$ cat src/rtl/mtac_pkg.sv
// ----------------------------------------------------------------------------
// mtac_pkg
// Shared types, codes and widths of the musical time arithmetic converter.
// ----------------------------------------------------------------------------
package mtac_pkg;

   localparam int BEATS_W  = 32;
   localparam int REM_W    = 16;   // beat unit is 2**REM_W
   localparam int FRAME_W  = 31;
   localparam int TEMPO_W  = 32;
   localparam int RATE_W   = 20;
   localparam int RATE60_W = 26;
   localparam int Q_W      = 47;   // quotient bits, one divider cell each
   localparam int R_W      = 32;   // partial remainder

   localparam logic [2:0] REQ_CMP = 3'd0;
   localparam logic [2:0] REQ_ADD = 3'd1;
   localparam logic [2:0] REQ_SUB = 3'd2;
   localparam logic [2:0] REQ_TTF = 3'd3;
   localparam logic [2:0] REQ_FTT = 3'd4;

   localparam logic [1:0] ORD_EQ = 2'd0;
   localparam logic [1:0] ORD_LT = 2'd1;
   localparam logic [1:0] ORD_GT = 2'd2;

   localparam logic CSR_TEMPO = 1'b0;
   localparam logic CSR_RATE  = 1'b1;

   localparam logic [TEMPO_W-1:0]  TEMPO_RESET  = 32'd7864320;
   localparam logic [RATE60_W-1:0] RATE60_RESET = 26'd2880000;

   localparam logic [FRAME_W-1:0] FRAME_MAX = '1;
   localparam logic [BEATS_W-1:0] BEATS_MAX = 32'h7FFF_FFFF;
   localparam logic [REM_W-1:0]   REM_MAX   = '1;

   typedef struct packed {
      logic [2:0]         req_type;
      logic [BEATS_W-1:0] a_beats;
      logic [REM_W-1:0]   a_rem;
      logic [BEATS_W-1:0] b_beats;
      logic [REM_W-1:0]   b_rem;
      logic [FRAME_W-1:0] frame_count;
   } req_item_type;

   typedef struct packed {
      logic [BEATS_W-1:0] res_beats;
      logic [REM_W-1:0]   res_rem;
      logic [FRAME_W-1:0] frames_out;
      logic [1:0]         order;
      logic               range_flag;
   } rsp_item_type;

   typedef struct packed {
      logic [2:0]     op;
      logic           div;
      logic [R_W-1:0] d;
      logic [R_W-1:0] r;
      logic [Q_W-1:0] sh;
      rsp_item_type   res;
   } cell_data_type;

   // frames per minute from frames per second
   function automatic logic [RATE60_W-1:0] rate_x60(input logic [RATE_W-1:0] x);
      logic [RATE60_W-1:0] w;
      w = {6'b0, x};
      return (w << 6) - (w << 2);
   endfunction

endpackage

$ cat src/rtl/mtac_div_cell.sv
// ----------------------------------------------------------------------------
// mtac_div_cell
// One restoring division step: one quotient bit per cell.
// ----------------------------------------------------------------------------
module mtac_div_cell (
   input  logic                     clock,
   input  logic                     reset,
   input  logic                     en,
   input  logic                     in_valid,
   input  mtac_pkg::cell_data_type  in_data,
   output logic                     out_valid,
   output mtac_pkg::cell_data_type  out_data
);
   import mtac_pkg::*;

   logic          valid_ff;
   cell_data_type data_ff, data_in;
   logic [R_W:0]  r2, r_sub;
   logic          ge;

   always_comb begin
      r2      = {in_data.r, in_data.sh[Q_W-1]};
      r_sub   = r2 - {1'b0, in_data.d};
      ge      = (r2 >= {1'b0, in_data.d});
      data_in    = in_data;
      data_in.r  = ge ? r_sub[R_W-1:0] : r2[R_W-1:0];
      data_in.sh = {in_data.sh[Q_W-2:0], ge};
   end

   always_ff @(posedge clock) begin
      if (reset) begin
         valid_ff <= 1'b0;
      end else if (en) begin
         valid_ff <= in_valid;
      end
   end

   always_ff @(posedge clock) begin
      if (en) begin
         data_ff <= data_in;
      end
   end

   assign out_valid = valid_ff;
   assign out_data  = data_ff;

endmodule

$ cat config.mk
export PLATFORM = sky130hd
export DESIGN_NAME = mtac_div_cell
export DESIGN_NICKNAME = d
export VERILOG_FILES = /design/src/rtl/mtac_pkg.sv /design/src/rtl/mtac_div_cell.sv
export SDC_FILE = /design/constraint.sdc
export NUM_CORES = 1
export LEC_CHECK = 0
export ABC_AREA = 0
export BUFFER_PORTS_ARGS = -buffer_cell sky130_fd_sc_hd__buf_2
export CORE_AREA = 3 3 154 156
export CTS_CLUSTER_DIAMETER = 60
export DETAILED_ROUTE_END_ITERATION = 6
export DIE_AREA = 0 0 157 159
export HOLD_SLACK_MARGIN = 0.08
export PLACE_DENSITY_LB_ADDON = 0.1
export SYNTH_ARGS = -nofsm -noshare
export SYNTH_HDL_FRONTEND = slang
export SYNTH_SLANG_ARGS = --single-unit
$ cat constraint.sdc
create_clock -name clock -period 3.96 [get_ports clock]
set_clock_uncertainty 0.2 [all_clocks]
set_input_delay 0.396 -clock clock [delete_from_list [all_inputs] [get_ports clock]]
set_output_delay 0.396 -clock clock [all_outputs]
set_load 0.02 [all_outputs]
==> flow_summary_export.csv <==
group,metric,value,unit
status,status,"completed",
logic_synthesis,synth_nets,777,
logic_synthesis,syn_inst,543,
final_layout,fillCellCount,1933,
final_layout,final_cell_mix,"397 x buf_2, 197 x edfxtp_1, 173 x dlygate4sd3_1",
logic_synthesis,synth_edf_count,197,
grt,gr-total-overflow,0,
logic_synthesis,ys_async_sr_fraction,0,
grt,grt_max_degree,79,
clocking,cts-root-buf,"clkbuf_16",
final_layout,layout.nets,1360,
routing,drc,0,
logic_synthesis,synthDistinctLibCells,48,
logic_synthesis,synthAdderAreaFrac,0.0515,
sta,rsz0062_at_grt,"false",
pwr,powerDensity,427,nW/µm²
floorplanning,core_area,22500,µm²
floorplanning,die_x,157,µm
final_layout,final_common_cell,"buf_2",
logic_synthesis,synth-seq-cells,198,
clocking,htree_num_levels,4,
final_layout,areaGrowthSynthToFinish,57.8,%
logic_synthesis,syn_area,8160,µm²
pwr,max-vdd-ir-drop,278,µV
routing,via_per_inst,4.71,
floorplanning,placementRows,55,
pwr,power.static_leakage,0.00563,µW
critical_path,path_max_fanout,4,
sta,setup_violations,0,
hold_path,min_path_type,"primary input to register",
placement,place_congestion,0.821,
clocking,path_clk_slew,80,ps
grt,grt_pass1_wl,39.8,mm
critical_path,cp_data_required_time,3940,ps
routing,drt_wl_total,27.0,mm
placement,portBuffers,398,
routing,vias,6718,
clocking,post_cts_buffers,0,
floorplanning,io_pins,399,
logic_synthesis,synth_top_area_cell,"edfxtp_1",
sta,final-hold-violation-count,0,
routing,first_pass_iters,6,
sta,setup_tns,0,ps
critical_path,cp.arrival,3790,ps
grt,grt_usage,0.210,
clocking,clock_latency,430,ps
logic_synthesis,synth_top_area_frac,0.725,
floorplanning,initial_core_util,0.362,
clocking,cts_tree,"yes",
logic_synthesis,synth.avg_cell_area,15.0,µm²
grt,grt_pass1_vias,6857,
critical_path,path_class,"primary input to register",
critical_path,start_kind,"primary input",
sta,holdWs,99.7,ps
sta,fin_crit,3810,ps
clocking,clock-sinks,198,
logic_synthesis,ys.flop_type,"edfxtp_1",
placement,hpwlAfterDp,19.6,mm
routing,drtIter0Drc,381,
grt,antenna_found_initial,2,
routing,wl_per_cell,19.0,µm
sta,tightest_slew,660,ps
critical_path,end_kind,"register",
floorplanning,die_h,159,µm
logic_synthesis,synth_warnings,0,
logic_synthesis,synth_xor_area_frac,0.0290,
run,cap_viol_max_count,0,
floorplanning,die_area,25000,µm²
logic_synthesis,synth_top_family_by_area,"compound AO/OA/AOI/OAI gates",
final_layout,drive_above_1_share,0.397,
logic_synthesis,synth-simple-area-share,0.0560,
logic_synthesis,synth-compound-area-share,0.0902,
final_layout,final_util,0.572,
logic_synthesis,yosysSeqAreaShare,0.728,
sta,max_clock_freq,0.262,GHz
logic_synthesis,synth_mux_area_frac,0.0175,
routing,postRouteAntennaNets,0,
clocking,cts_max_path_buffers,2,
clocking,cts_buffers,17,
sta,slew_violations,0,
sta,finalCritPeriodShare,0.963,
sta,slew_headroom,0.560,
pwr,total_power,5490,µW
logic_synthesis,synth_area_leaders,"edfxtp_1 73%, ha_1 4.9%, a21oi_1 3.3%",
-- final timing paths --
check,from,endpoint,slack [ps],cells after the start
min reg2reg,out_valid,out_valid,830,3
max,in_data[161],out_data[159],150,13
min,in_data[138],out_data[139],100,2
max reg2reg,out_valid,out_valid,2640,3
-- Yosys cell counts (all sizes together) (3+ instances only) --
| cell type | n |
|---|---|
| o21ai | 17 |
| nand3 | 8 |
| xor2 | 11 |
| mux2i | 3 |
| o21bai | 3 |
| xnor2 | 16 |
| edfxtp | 197 |
| nor4 | 4 |
| a21o | 12 |
| nand2 | 27 |
| nor2 | 37 |
| clkbuf | 6 |
| nand2b | 4 |
| a21oi | 54 |
| inv | 38 |
| nand4 | 7 |
| buf | 11 |
| ha | 32 |
| o21a | 6 |
| mux2 | 10 |
| o211ai | 4 |
| a31oi | 5 |
| a211oi | 4 |
-- per-stage QoR --
| stage | area [µm²] | std cells | setup WS (ps) |
|---|---|---|---|
| 2_1_floorplan | 8160 | 543 | 593 |
| 3_3_place_gp | 10500 | 1219 | 268 |
| 3_5_place_dp | 10500 | 1219 | 101 |
| 4_1_cts | 12800 | 1424 | 10.1 |
| 5_1_grt | 12900 | 1425 | 11.0 |
| 6_report | 12900 | 1425 | 148 |
-- where the power goes --
group / internal [µW] / switching, µW / leakage [µW]
clock: 861 / 888 / 0.000291
sequential: 2530 / 45.8 / 0.00194
combinational: 479 / 688 / 0.00341
-- critical path, stage by stage --
cell,delay [ps]
dlygate4sd3_1,560
buf_2,140
ha_1,200
fa_1,400
nand2b_1,180
a21oi_1,180
o21ai_1,170
o311a_1,390
a31oi_2,280
a21oi_1,190
o41ai_2,290
xor2_1,120
mux2_1,300
-- final cells by class --
cell class	instances	area, µm²	share of cell area
timing repair buffer	581	3820	0.297
clock buffer	18	429	0.0333
antenna	1	2.50	0.000194
sequential	198	5940	0.461
multi-input combinational	290	2010	0.156
clock inverter	14	173	0.0134
inverter	38	143	0.0111
tap	285	357	0.0277
-- logic make-up (layout without fill, tap and decap cells) --
group | after synthesis | after routing
other | 0 | 1
xor gates and xnor gates | 27 | 27
adders and majority gates | 33 | 33
DFF | 198 | 198
AOI/OAI and AO/OA | 118 | 118
muxes | 13 | 13
and+or+nand+nor | 99 | 99
buffers and inverters | 55 | 651
-- flip-flops by register name, summed over array words and instances, names as in the netlist --
name and cells:
out_data 197, out_valid 1
-- timing repair --
action | CTS | global route
endpoints found under the setup margin | 0 | 9
hold buffers | 173 | 0
gates resized for setup | 0 | 4
endpoints found under the hold margin | 172 | 0
-- routing by layer --
metal	global-route usage	wire, µm	vias to the layer above
met3	0.0484	1780	41
met2	0.384	14400	272
met5	0	13	-
met4	0.0760	798	2
li1	-	-	3216
met1	0.235	10100	3187
(Power assumes the default switching activity.)
