**src/rtl/mtac_pkg.sv**
```systemverilog
// ----------------------------------------------------------------------------
// mtac_pkg
// Shared types, codes and widths of the musical time arithmetic converter.
// ----------------------------------------------------------------------------
package mtac_pkg;

   localparam int BEATS_W  = 32;
   localparam int REM_W    = 16;   // beat unit is 2**REM_W
   localparam int FRAME_W  = 31;
   localparam int TEMPO_W  = 32;
   localparam int RATE_W   = 20;
   localparam int RATE60_W = 26;
   localparam int Q_W      = 47;   // quotient bits, one divider cell each
   localparam int R_W      = 32;   // partial remainder

   localparam logic [2:0] REQ_CMP = 3'd0;
   localparam logic [2:0] REQ_ADD = 3'd1;
   localparam logic [2:0] REQ_SUB = 3'd2;
   localparam logic [2:0] REQ_TTF = 3'd3;
   localparam logic [2:0] REQ_FTT = 3'd4;

   localparam logic [1:0] ORD_EQ = 2'd0;
   localparam logic [1:0] ORD_LT = 2'd1;
   localparam logic [1:0] ORD_GT = 2'd2;

   localparam logic CSR_TEMPO = 1'b0;
   localparam logic CSR_RATE  = 1'b1;

   localparam logic [TEMPO_W-1:0]  TEMPO_RESET  = 32'd7864320;
   localparam logic [RATE60_W-1:0] RATE60_RESET = 26'd2880000;

   localparam logic [FRAME_W-1:0] FRAME_MAX = '1;
   localparam logic [BEATS_W-1:0] BEATS_MAX = 32'h7FFF_FFFF;
   localparam logic [REM_W-1:0]   REM_MAX   = '1;

   typedef struct packed {
      logic [2:0]         req_type;
      logic [BEATS_W-1:0] a_beats;
      logic [REM_W-1:0]   a_rem;
      logic [BEATS_W-1:0] b_beats;
      logic [REM_W-1:0]   b_rem;
      logic [FRAME_W-1:0] frame_count;
   } req_item_type;

   typedef struct packed {
      logic [BEATS_W-1:0] res_beats;
      logic [REM_W-1:0]   res_rem;
      logic [FRAME_W-1:0] frames_out;
      logic [1:0]         order;
      logic               range_flag;
   } rsp_item_type;

   typedef struct packed {
      logic [2:0]     op;
      logic           div;
      logic [R_W-1:0] d;
      logic [R_W-1:0] r;
      logic [Q_W-1:0] sh;
      rsp_item_type   res;
   } cell_data_type;

   // frames per minute from frames per second
   function automatic logic [RATE60_W-1:0] rate_x60(input logic [RATE_W-1:0] x);
      logic [RATE60_W-1:0] w;
      w = {6'b0, x};
      return (w << 6) - (w << 2);
   endfunction

endpackage

```
**src/rtl/mtac_front.sv**
```systemverilog
// ----------------------------------------------------------------------------
// mtac_front
// Time arithmetic, conversion products and range checks ahead of the divider.
// ----------------------------------------------------------------------------
module mtac_front (
   input  logic                           clock,
   input  logic                           reset,
   input  logic                           en,
   input  logic                           in_valid,
   input  mtac_pkg::req_item_type         req,
   input  logic [mtac_pkg::TEMPO_W-1:0]   tempo,
   input  logic [mtac_pkg::RATE60_W-1:0]  rate60,
   output logic                           head_valid,
   output mtac_pkg::cell_data_type        head
);
   import mtac_pkg::*;

   logic                a_valid_ff;
   logic [2:0]          a_op_ff, a_op_in;
   rsp_item_type        a_res_ff, a_res_in;
   logic [62:0]         a_prod_ff, a_prod_in;
   logic [41:0]         a_prod_rem_ff, a_prod_rem_in;
   logic                a_neg_ff;
   logic                b_valid_ff;
   cell_data_type       b_data_ff, b_data_in;

   logic                is_ttf, lt, gt, beq;
   logic [REM_W:0]      sum_rem, diff_rem;
   logic [31:0]         ma, mb;
   logic [63:0]         prod_full;
   logic [78:0]         ttf_num;
   logic [47:0]         nhigh;
   logic [Q_W-1:0]      low;
   logic [R_W-1:0]      d;
   logic                sat;

   always_comb begin
      is_ttf   = (req.req_type == REQ_TTF);
      beq      = (req.a_beats == req.b_beats);
      lt       = ($signed(req.a_beats) < $signed(req.b_beats)) || (beq && req.a_rem < req.b_rem);
      gt       = ($signed(req.a_beats) > $signed(req.b_beats)) || (beq && req.a_rem > req.b_rem);
      sum_rem  = {1'b0, req.a_rem} + {1'b0, req.b_rem};
      diff_rem = {1'b0, req.a_rem} - {1'b0, req.b_rem};
      a_op_in  = req.req_type;
      a_res_in = '0;
      case (req.req_type)
         REQ_CMP: a_res_in.order = lt ? ORD_LT : (gt ? ORD_GT : ORD_EQ);
         REQ_ADD: begin
            a_res_in.res_beats = req.a_beats + req.b_beats + {31'b0, sum_rem[REM_W]};
            a_res_in.res_rem   = sum_rem[REM_W-1:0];
         end
         REQ_SUB: begin
            a_res_in.res_beats = req.a_beats - req.b_beats - {31'b0, diff_rem[REM_W]};
            a_res_in.res_rem   = diff_rem[REM_W-1:0];
         end
         default: ;
      endcase
      // beats times frames per minute, or frames times tempo
      ma            = is_ttf ? {1'b0, req.a_beats[30:0]} : {1'b0, req.frame_count};
      mb            = is_ttf ? {6'b0, rate60} : tempo;
      prod_full     = ma * mb;
      a_prod_in     = prod_full[62:0];
      a_prod_rem_in = req.a_rem * rate60;
   end

   always_ff @(posedge clock) begin
      if (reset) begin
         a_valid_ff <= 1'b0;
      end else if (en) begin
         a_valid_ff <= in_valid;
      end
   end

   always_ff @(posedge clock) begin
      if (en) begin
         a_op_ff       <= a_op_in;
         a_res_ff      <= a_res_in;
         a_prod_ff     <= a_prod_in;
         a_prod_rem_ff <= a_prod_rem_in;
         a_neg_ff      <= req.a_beats[BEATS_W-1];
      end
   end

   always_comb begin
      ttf_num = {a_prod_ff, 16'b0} + {37'b0, a_prod_rem_ff};
      if (a_op_ff == REQ_TTF) begin
         // scaled by 2**16 so that both conversions share one quotient length
         nhigh = ttf_num[78:31];
         low   = {ttf_num[30:0], 16'b0};
         d     = tempo;
      end else begin
         nhigh = {32'b0, a_prod_ff[62:47]};
         low   = a_prod_ff[46:0];
         d     = {6'b0, rate60};
      end
      sat = nhigh >= {16'b0, d};

      b_data_in     = '0;
      b_data_in.op  = a_op_ff;
      b_data_in.d   = d;
      b_data_in.r   = nhigh[R_W-1:0];
      b_data_in.sh  = low;
      b_data_in.res = a_res_ff;
      case (a_op_ff)
         REQ_TTF: begin
            if (a_neg_ff) begin
               b_data_in.res.range_flag = 1'b1;
            end else if (sat) begin
               b_data_in.res.frames_out = FRAME_MAX;
               b_data_in.res.range_flag = 1'b1;
            end else begin
               b_data_in.div = 1'b1;
            end
         end
         REQ_FTT: begin
            if (d == '0 && a_prod_ff == '0) begin
               b_data_in.div = 1'b0;
            end else if (sat) begin
               b_data_in.res.res_beats  = BEATS_MAX;
               b_data_in.res.res_rem    = REM_MAX;
               b_data_in.res.range_flag = 1'b1;
            end else begin
               b_data_in.div = 1'b1;
            end
         end
         default: ;
      endcase
   end

   always_ff @(posedge clock) begin
      if (reset) begin
         b_valid_ff <= 1'b0;
      end else if (en) begin
         b_valid_ff <= a_valid_ff;
      end
   end

   always_ff @(posedge clock) begin
      if (en) begin
         b_data_ff <= b_data_in;
      end
   end

   assign head_valid = b_valid_ff;
   assign head       = b_data_ff;

endmodule

```
**config.mk**
```make
export PLATFORM = sky130hd
export DESIGN_NAME = mtac_front
export DESIGN_NICKNAME = d
export VERILOG_FILES = /design/src/rtl/mtac_pkg.sv /design/src/rtl/mtac_front.sv
export SDC_FILE = /design/constraint.sdc
export NUM_CORES = 2
export LEC_CHECK = 0
export BUFFER_PORTS_ARGS = -buffer_cell sky130_fd_sc_hd__clkbuf_2
export CAP_MARGIN = 20
export CORE_ASPECT_RATIO = 1.2
export CORE_UTILIZATION = 25
export DETAILED_ROUTE_END_ITERATION = 8
export GPL_ROUTABILITY_DRIVEN = 0
export SLEW_MARGIN = 40
export SYNTH_ARGS = -nofsm -noshare
export SYNTH_HDL_FRONTEND = slang
export SYNTH_SLANG_ARGS = --single-unit
```
**constraint.sdc**
```tcl
create_clock -name clock -period 10.7 [get_ports clock]
set_input_delay 1.07 -clock clock [delete_from_list [all_inputs] [get_ports clock]]
set_output_delay 1.07 -clock clock [all_outputs]
set_load 0.02 [all_outputs]
```
==> flow_metrics.tcl <==
set metrics [dict create \
    cts_tree "yes" \
    utilization_pct 28.3 \
    postCtsHoldBufs 0 \
    slew_headroom_pct 36.9 \
    die-height_um 561 \
    gr-usage-met3_pct 4.80 \
    tns_ns 0 \
    start_util_pct 25.2 \
    fmax_ghz 0.103 \
    area_growth_pct 12.2 \
    cts_root_buf "clkbuf_16" \
    crit_arrival_ns 10.12 \
    clk_pin_slew_worst_paths_ns 0.06 \
    synthXorXnorAreaFrac_pct 2.69 \
    htree_levels 2 \
    hpwl_um 216000 \
    viasPerCell 4.97 \
    grt_util_met1_pct 22.1 \
    rsz0062_at_grt "no" \
    synth_top_flop_cell "edfxtp_1" \
    final_hold_viol_count 0 \
    cts_setup_buffers 0 \
    grt_pass1_wl_um 377000 \
    top_usage_layer "met2" \
    critical_path.max_stage_delay_ns 0.67 \
    fin_worst_skew_ns 0.0533 \
    wirelength_um 260000 \
    end_kind "register" \
    grt_max_degree 114 \
    port-buffer-count 389 \
    rows 204 \
    syn_nets 9049 \
    drv_cap 0 \
    async_reset_ff_share_pct 0 \
    groute.usage.overall_pct 19.6 \
    tightest_slew_ns 0.939 \
    fin_crit_sh_pct 90.8 \
    ant_nets 0 \
    r2r_setup_slack_ns 3.35 \
    synth_top_area_share_pct 37.1 \
    synthTopCellsByArea "fa_1 (37%), edfxtp_1 (15%), ha_1 (11%), inv_1 (7.9%), nand2_1 (5.3%)" \
    maxSlewViolCount 0 \
    synth_seq_area_share_pct 15.1 \
    synth_simple_gate_area_share_pct 14.5 \
    grt-ovfl-total 0 \
    synth.largest_area_cell "fa_1" \
    first_global_vias 56200 \
    ys_seq_elements 328 \
    crit_top_cell "fa_1" \
    drc 0 \
    wl_per_cell_um 24.1 \
    clockBufferDepth 3 \
    postSynthCellCount 7068 \
    ios 390 \
    muxShareOfSynthArea_pct 1.36 \
    nets 9304 \
    period_needed_ns 9.71 \
    crit_path_top_delay_cell "mux2i_2" \
    outcome "complete, no violations" \
    die-area_sq_um 263000 \
    gr-usage-met2_pct 31.3 \
    first_pass_iters 7 \
    synth_edf_count 326 \
    core_region_area_sq_um 258000 \
    cp_max_fo 35 \
    fp.dieW_um 468 \
    numCtsBuffers 42 \
    post_cts_resized 0 \
    avgSynthCellArea_sq_um 9.22 \
    yosys_warnings 0 \
    worstSetupPathType "in2reg" \
    hold_class "reg2reg" \
    drt_iter0_drc 5162 \
    synth_top_family_by_area "adder cells" \
    yosys.area_share.adder_pct 48.3 \
    clock_sinks 328 \
    vias 53500 \
    antenna_found_initial 57 \
    setup_viol 0 \
    crit_required_ns 11.10 \
    syn_area_sq_um 65100 \
    clk_latency_ns 0.66 \
    yosysUniqueCellTypes 77 \
    synth-compound-area-share_pct 7.94 \
    drive_gt1_share_pct 9.88 \
    cp-start-kind "input port" \
]
-- layer usage --
layer | vias up | wire length, um
met5 | - | 142
met3 | 933 | 25300
met1 | 26900 | 90600
met2 | 3120 | 120000
li1 | 22500 | -
met4 | 22 | 23700
-- logic make-up (layout without fill, tap and decap cells) --
family          after synthesis  count (layout)
compound gates              813             813
buf+inv                    1720            2009
simple gates               2133            2133
flops                       328             328
xor+xnor                    200             200
fa+ha+maj                  1789            1789
other cells                   0              27
mux                          85              85
-- synthesized netlist by cell type (13+ instances only) --
master    number
o211ai_1      13
edfxtp_1     326
a31oi_1       30
nor2_1       609
nand2b_1      79
and2_1       186
and3_1       111
mux2i_1       58
xor2_1        67
a221oi_1      15
ha_1         582
clkbuf_1     308
o22ai_1       31
nor3_1        38
mux2_2        27
nor4_1        23
o21a_1        45
a211oi_1      25
a21oi_1      235
nor2b_1       30
o21ai_1       14
xnor2_1      133
a21o_1       115
o21bai_1      36
nand2_1      920
nand3_1       42
nand4_1       44
o21ai_0      161
inv_1       1370
buf_4         31
fa_1        1207
-- cells in the final DEF (no fill, tap or decap), types with 11 or more instances in the layout --
cell	Yosys	routed
a211oi_1	25	25
a21o_1	115	115
a21oi_1	235	227
a221oi_1	15	15
a31oi_1	30	30
and2_1	186	184
and3_1	111	111
buf_4	31	165
clkbuf_16	0	42
clkbuf_2	0	385
diode_2	0	27
edfxtp_1	326	326
fa_1	1207	1207
ha_1	582	582
inv_1	1370	1370
mux2_2	27	27
mux2i_1	58	40
mux2i_2	0	18
nand2_1	920	918
nand2b_1	79	78
nand3_1	42	42
nand4_1	44	44
nor2_1	609	607
nor2b_1	30	30
nor3_1	38	38
nor4_1	23	20
o211ai_1	13	13
o21a_1	45	43
o21ai_0	161	149
o21ai_1	14	19
o21bai_1	36	36
o22ai_1	31	31
or3_1	11	11
xnor2_1	133	133
xor2_1	67	67
-- layout make-up --
type | instances | area [sq um]
diodes | 27 | 67.6
clock buffers | 44 | 1060
clock inverters | 34 | 492
fillers | 27300 | 185000
inverters | 1370 | 5140
multi-input cells | 5020 | 48900
flip-flops and latches | 328 | 9830
well taps | 3399 | 4250
repair buffers | 561 | 3310
-- per-stage QoR --
step / worst slack (ns) / cells / instance area [sq um] / hold slack, ns
6_report: 0.987 / 10800 / 73100 / 0.435
5_1_grt: 0.781 / 10800 / 73000 / 0.469
4_1_cts: 1.22 / 10800 / 73000 / 0.439
3_5_place_dp: 0.535 / 10700 / 71400 / 0.407
3_3_place_gp: 0.601 / 10700 / 71300 / 0.409
2_1_floorplan: 1.36 / 7068 / 65100 / 0.400
-- sequential cells by signal (all words and copies together) (netlist names) --
register,cells
a_neg_ff,1
a_op_ff,3
a_prod_ff,63
a_prod_rem_ff,42
a_res_ff,50
a_valid_ff,1
head,167
head_valid,1
-- final timing paths --
check / start / end / cells past startpoint
worst min-delay path: a_res_ff[1] / head[1] / 0
worst max register to register: a_prod_ff[0] / head[74] / 24
worst max-delay path: req[129] / a_prod_ff[58] / 32
worst min register to register: a_res_ff[1] / head[1] / 0
-- worst max-delay path: cells and delay by family --
kind                     cells  cell delay, ns
multiplexers                 1            0.67
AO/OA/AOI/OAI                8            1.94
AND/OR/NAND/NOR              4            0.43
adder cells (fa/ha/maj)      9            4.29
buffers and inverters        9            1.48
XOR/XNOR                     1            0.10
Power is not shown: default switching activity piles up to over one toggle a cycle in this logic, so the estimate is an artifact.
